<file path="src/design/sac_pkg.sv">
`timescale 1ns / 1ps
package sac_pkg;

	localparam int DEF_LINE_BYTES = 32;
	localparam int DEF_NUM_WAYS   = 4;
	localparam int DEF_NUM_SETS   = 64;

	localparam int ADDR_W = 32;
	localparam int DATA_W = 32;
	localparam int AGE_W  = 8;
	localparam logic [AGE_W-1:0] AGE_MAX = '1;

	localparam logic [1:0] OP_READ  = 2'd0;
	localparam logic [1:0] OP_WRITE = 2'd1;
	localparam logic [1:0] OP_FILL  = 2'd2;

	typedef enum logic [2:0] {
		KIND_READ    = 3'd0,
		KIND_WRITE   = 3'd1,
		KIND_WB      = 3'd2,
		KIND_FILLREQ = 3'd3,
		KIND_REJECT  = 3'd4
	} kind_t;

	typedef enum logic [3:0] {
		ST_IDLE,
		ST_DISPATCH,
		ST_DECIDE,
		ST_HIT_OUT,
		ST_WB_RD,
		ST_WB_OUT,
		ST_FREQ,
		ST_FILL_FIN,
		ST_FILL_OUT
	} state_t;

	typedef enum logic [2:0] {
		SEL_REJECT,
		SEL_HIT_WR,
		SEL_HIT_RD,
		SEL_WB,
		SEL_FREQ,
		SEL_FILL_WR,
		SEL_FILL_RD
	} out_sel_t;

	typedef struct packed {
		logic     take;
		logic     fill_word;
		logic     capture;
		logic     hit_commit;
		logic     hit_wr_data;
		logic     hit_rd;
		logic     miss_commit;
		logic     wb_rd;
		logic     wb_adv;
		logic     fill_fin;
		logic     fill_wr_data;
		logic     fill_rd;
		logic     out_load;
		out_sel_t out_sel;
	} cmd_t;

	typedef struct packed {
		logic req_reject;
		logic req_fill;
		logic req_write;
		logic fill_last;
		logic hit;
		logic victim_dirty;
		logic wb_last;
		logic pend_write;
		logic out_free;
	} status_t;

endpackage

</file>
<file path="src/design/sac_ctrl.sv">
`timescale 1ns / 1ps
module sac_ctrl (
	input  logic             clk,
	input  logic             arst_n,
	input  logic             req_valid,
	output logic             req_ready,
	input  sac_pkg::status_t st,
	output sac_pkg::cmd_t    cmd
);
	import sac_pkg::*;

	state_t state_q, state_d;

	always_ff @(posedge clk or negedge arst_n) begin
		if (!arst_n) begin
			state_q <= ST_IDLE;
		end else begin
			state_q <= state_d;
		end
	end

	always_comb begin
		state_d     = state_q;
		cmd         = '0;
		cmd.out_sel = SEL_REJECT;
		req_ready   = 1'b0;
		unique case (state_q)
			ST_IDLE: begin
				req_ready = 1'b1;
				if (req_valid) begin
					cmd.take = 1'b1;
					state_d  = ST_DISPATCH;
				end
			end
			ST_DISPATCH: begin
				priority if (st.req_reject) begin
					if (st.out_free) begin
						cmd.out_load = 1'b1;
						cmd.out_sel  = SEL_REJECT;
						state_d      = ST_IDLE;
					end
				end else if (st.req_fill) begin
					cmd.fill_word = 1'b1;
					state_d       = st.fill_last ? ST_FILL_FIN : ST_IDLE;
				end else begin
					cmd.capture = 1'b1;
					state_d     = ST_DECIDE;
				end
			end
			ST_DECIDE: begin
				priority if (st.hit && st.req_write) begin
					if (st.out_free) begin
						cmd.hit_commit  = 1'b1;
						cmd.hit_wr_data = 1'b1;
						cmd.out_load    = 1'b1;
						cmd.out_sel     = SEL_HIT_WR;
						state_d         = ST_IDLE;
					end
				end else if (st.hit) begin
					cmd.hit_commit = 1'b1;
					cmd.hit_rd     = 1'b1;
					state_d        = ST_HIT_OUT;
				end else begin
					cmd.miss_commit = 1'b1;
					state_d         = st.victim_dirty ? ST_WB_RD : ST_FREQ;
				end
			end
			ST_HIT_OUT: begin
				if (st.out_free) begin
					cmd.out_load = 1'b1;
					cmd.out_sel  = SEL_HIT_RD;
					state_d      = ST_IDLE;
				end
			end
			ST_WB_RD: begin
				cmd.wb_rd = 1'b1;
				state_d   = ST_WB_OUT;
			end
			ST_WB_OUT: begin
				if (st.out_free) begin
					cmd.out_load = 1'b1;
					cmd.out_sel  = SEL_WB;
					cmd.wb_adv   = 1'b1;
					state_d      = st.wb_last ? ST_FREQ : ST_WB_RD;
				end
			end
			ST_FREQ: begin
				if (st.out_free) begin
					cmd.out_load = 1'b1;
					cmd.out_sel  = SEL_FREQ;
					state_d      = ST_IDLE;
				end
			end
			ST_FILL_FIN: begin
				priority if (st.pend_write) begin
					if (st.out_free) begin
						cmd.fill_fin     = 1'b1;
						cmd.fill_wr_data = 1'b1;
						cmd.out_load     = 1'b1;
						cmd.out_sel      = SEL_FILL_WR;
						state_d          = ST_IDLE;
					end
				end else begin
					cmd.fill_fin = 1'b1;
					cmd.fill_rd  = 1'b1;
					state_d      = ST_FILL_OUT;
				end
			end
			ST_FILL_OUT: begin
				if (st.out_free) begin
					cmd.out_load = 1'b1;
					cmd.out_sel  = SEL_FILL_RD;
					state_d      = ST_IDLE;
				end
			end
			default: begin
				state_d = ST_IDLE;
			end
		endcase
	end

	ap_ready_idle: assert property (@(posedge clk) disable iff (!arst_n)
		req_ready |-> state_q == ST_IDLE)
		else $error("ready outside idle");
	ap_take_dispatch: assert property (@(posedge clk) disable iff (!arst_n)
		cmd.take |=> state_q == ST_DISPATCH)
		else $error("accepted word not dispatched");
	ap_load_free: assert property (@(posedge clk) disable iff (!arst_n)
		cmd.out_load |-> st.out_free)
		else $error("result register overwritten");
endmodule

</file>
<file path="config.mk">
export PLATFORM = sky130hd
export DESIGN_NAME = sac_ctrl
export DESIGN_NICKNAME = d
export VERILOG_FILES = /design/src/design/sac_pkg.sv /design/src/design/sac_ctrl.sv
export SDC_FILE = /design/constraint.sdc
export NUM_CORES = 1
export LEC_CHECK = 0
export ABC_CLOCK_PERIOD_IN_PS = 1600
export BUFFER_PORTS_ARGS = -buffer_cell sky130_fd_sc_hd__buf_4
export CAP_MARGIN = 20
export CORE_MARGIN = 2
export CORE_UTILIZATION = 30
export CTS_BUF_LIST = sky130_fd_sc_hd__clkbuf_4 sky130_fd_sc_hd__clkbuf_8
export DETAILED_ROUTE_END_ITERATION = 7
export GPL_TIMING_DRIVEN = 0
export RECOVER_POWER = 50
export SYNTH_ARGS = -nofsm -noshare
export SYNTH_HDL_FRONTEND = slang
export SYNTH_SLANG_ARGS = --single-unit
export TNS_END_PERCENT = 20
</file>
<file path="constraint.sdc">
create_clock -name clk -period 1.6 [get_ports clk]
set_input_delay 0.24 -clock clk [delete_from_list [all_inputs] [get_ports clk]]
set_output_delay 0.24 -clock clk [all_outputs]
set_load 0.05 [all_outputs]
</file>
==> impl_metrics.sql <==
INSERT INTO impl_metrics (metric_group, metric, value, unit) VALUES
('timing', 'timing_hold_violations_final', '0', ''),
('logic_synthesis', 'synth_adder_area_share', '0', ''),
('logic_synthesis', 'synthesized_area_fraction_occupied_by_ao_oa_aoi_and_oai_cells', '0.282', ''),
('timing', 'max_freq', '521', 'MHz'),
('global_routing', 'gr-total-overflow', '0', ''),
('logic_synthesis', 'post_synthesis_mux_area_share', '0', ''),
('setup_path', 'worstPathMaxFanout', '5', ''),
('global_routing', 'wire_length_of_the_first_global_routing_pass', '2720', 'um'),
('global_routing', 'grt_antenna_before_repair', '0', ''),
('logic_synthesis', 'number_of_instances_in_the_synthesized_netlist', '81', ''),
('final_layout', 'area_growth_syn_to_layout', '89.7', '%'),
('cts', 'htree_num_levels', '1', ''),
('cts', 'clk-insertion-delay-late', '0.23', 'ns'),
('pwr', 'cellLeakagePower', '0.000465', 'uW'),
('logic_synthesis', 'synth-edff-count', '0', ''),
('route', 'routed_wirelength', '1910', 'um'),
('route', 'wl_per_cell', '13.3', 'um'),
('timing', 'fin_ws', '-0.321', 'ns'),
('logic_synthesis', 'syn-num-nets', '93', ''),
('logic_synthesis', 'leading_area_contributor_after_synthesis', 'sky130_fd_sc_hd__dfrtp_1', ''),
('status', 'run_status', 'complete, but fails checks', ''),
('timing', 'setup_total_negative_slack', '-2.93', 'ns'),
('floorplan', 'floorplan.core_area', '1750', 'sq um'),
('final_layout', 'regs_by_ff_count', 'state_q: 4 flops', ''),
('route', 'iteration_count_of_the_initial_detailed_routing_pass', '4', ''),
('cts', 'cts_root_buffer', 'sky130_fd_sc_hd__clkbuf_4', ''),
('setup_path', 'critPathTopFamily', 'simple AND/OR/NAND/NOR gates', ''),
('setup_path', 'crit_path_max_incr_delay', '0.39', 'ns'),
('timing', 'maxSlewViolCount', '0', ''),
('hold_path', 'hold_path_class', 'in -> reg', ''),
('status', 'violations', 'negative setup slack', ''),
('floorplan', 'floorplan.die.height', '47.2', 'um'),
('setup_path', 'cp_num_buf_inv', '2', ''),
('timing', 'finalSetupViolCount', '17', ''),
('hold_path', 'hold_path_depth', '2', ''),
('final_layout', 'drive_gt1_frac', '0.563', ''),
('global_routing', 'grt_usage', '0.167', ''),
('logic_synthesis', 'combinational_family_with_the_most_area_after_synthesis', 'simple AND/OR/NAND/NOR gates', ''),
('setup_path', 'timing.reg2reg.worst_path_depth', '6', ''),
('pwr', 'vdd.ir_drop.worst', '0.000724', 'V'),
('cts', 'numCtsBuffers', '3', ''),
('cts', 'tritoncts_num_sinks', '4', ''),
('floorplan', 'boundaryPins', '29', ''),
('final_layout', 'num-fill-cells', '165', ''),
('setup_path', 'cp_slowest_cell', 'sky130_fd_sc_hd__dfrtp_1', ''),
('route', 'drt-vias-per-instance', '5.18', ''),
('route', 'num_vias', '746', ''),
('global_routing', 'vias_in_the_first_global_route', '654', ''),
('global_routing', 'busiest_layer', 'met2', ''),
('setup_path', 'cp_common_cell', 'sky130_fd_sc_hd__buf_6', ''),
('floorplan', 'die-area', '2230', 'sq um'),
('place', 'gp_routability_congestion', '0.759', ''),
('setup_path', 'crit_path_required_time', '1.36', 'ns'),
('logic_synthesis', 'post_synth_main_area_contributors', 'sky130_fd_sc_hd__dfrtp_1 (18%), sky130_fd_sc_hd__a21oi_1 (8.1%), sky130_fd_sc_hd__nor2_1 (6.7%)', ''),
('logic_synthesis', 'synth_area', '559', 'sq um'),
('logic_synthesis', 'post_synth_and_or_nand_nor_area_fraction', '0.434', ''),
('setup_path', 'worst-endpoint-arrival', '1.68', 'ns'),
('global_routing', 'grt_start_max_net_pins', '11', ''),
('logic_synthesis', 'synth_seq_area_share', '0.179', ''),
('timing', 'final.period_utilization', '1.20', ''),
('setup_path', 'worstSetupPathDepth', '5', ''),
('floorplan', 'row_count', '15', ''),
('logic_synthesis', 'dominantRegCellSynth', 'sky130_fd_sc_hd__dfrtp_1', ''),
('logic_synthesis', 'synth_cell_type_count', '33', ''),
('timing', 'clock-skew-final', '0.00482', 'ns'),
('logic_synthesis', 'total_number_of_yosys_warnings', '0', ''),
('global_routing', 'met1_usage', '0.217', ''),
('timing', 'fin_crit', '1.92', 'ns'),
('place', 'pre_cts_ws', '-0.193', 'ns'),
('cts', 'cts_tree', 'done', ''),
('logic_synthesis', 'postSynth.asyncResetShare', '1.00', '');
[what timing repair did]
action	in CTS	in global routing
resized for setup	23	13
pin swaps	5	4
hold endpoints to repair	4	0
setup endpoints to repair	17	18
setup buffers	3	2
hold buffers	1	0
gates cloned	0	1
[synth_stat cells (3+ instances only)]
library cell               instances
sky130_fd_sc_hd__nor2_1           10
sky130_fd_sc_hd__a21oi_1           9
sky130_fd_sc_hd__a31oi_1           5
sky130_fd_sc_hd__buf_2             4
sky130_fd_sc_hd__dfrtp_1           4
sky130_fd_sc_hd__inv_1             4
sky130_fd_sc_hd__nand2b_1          4
sky130_fd_sc_hd__nor3_1            4
sky130_fd_sc_hd__and2_1            3
sky130_fd_sc_hd__nor2b_1           3
sky130_fd_sc_hd__o21ai_0           3
[through the flow]
stage	hold slack, ns	std cells	util
floorplan	-0.0556	81	-
global placement	0.0353	134	0.495
detailed placement	0.0356	134	0.495
CTS	0.246	141	0.573
global route	0.255	144	0.608
finish	0.250	144	0.608
[layout make-up]
type | instances | area [sq um] | area share
Sequential cell | 4 | 101 | 0.0955
Multi-Input combinational cell | 65 | 500 | 0.472
Tap cell | 25 | 31.3 | 0.0295
Timing Repair Buffer | 35 | 315 | 0.297
Clock buffer | 3 | 22.5 | 0.0212
Buffer | 8 | 75.1 | 0.0708
Inverter | 4 | 15.0 | 0.0142
[placed cells by master (no fill, tap or decap), drive strengths merged, types with 3 or more instances in the layout]
master,netlist,routed
nor2b,3,3
nand2,3,3
clkbuf,2,5
and2,3,3
nor3,4,4
nor2,10,10
o21ai,4,4
inv,4,4
nand2b,4,4
a21oi,9,9
dfrtp,4,4
a31oi,5,5
buf,6,40
[metal layers]
metal	part of all wire	routed length, um
met1	0.43	824
met2	0.51	982
met3	0.047	90
met4	0.0073	14
met5	0	0
[cell families (layout without fill, tap and decap cells)]
family,count (synthesis),count (layout)
buf+inv,12,50
simple gates,40,40
flops,4,4
compound gates,25,25
[final timing paths]
path / slack (ns) / to / from
setup reg to reg: -0.02 / state_q[0]$_DFFE_PN0P_ / state_q[2]$_DFFE_PN0P_
setup / recovery: -0.32 / cmd[3] / state_q[2]$_DFFE_PN0P_
min in group asynchronous: 0.36 / state_q[0]$_DFFE_PN0P_ / arst_n
hold reg to reg: 0.80 / state_q[1]$_DFFE_PN0P_ / state_q[1]$_DFFE_PN0P_
max in group asynchronous: 1.04 / state_q[3]$_DFFE_PN0P_ / arst_n
hold / removal: 0.25 / state_q[2]$_DFFE_PN0P_ / st[5]
[where the power goes]
| group | total [uW] | switching [uW] | internal (uW) |
|---|---|---|---|
| registers | 170 | 30.6 | 139 |
| logic | 1420 | 833 | 591 |
| clock network | 122 | 38.0 | 83.7 |
Power figures use the tool's default switching activity.
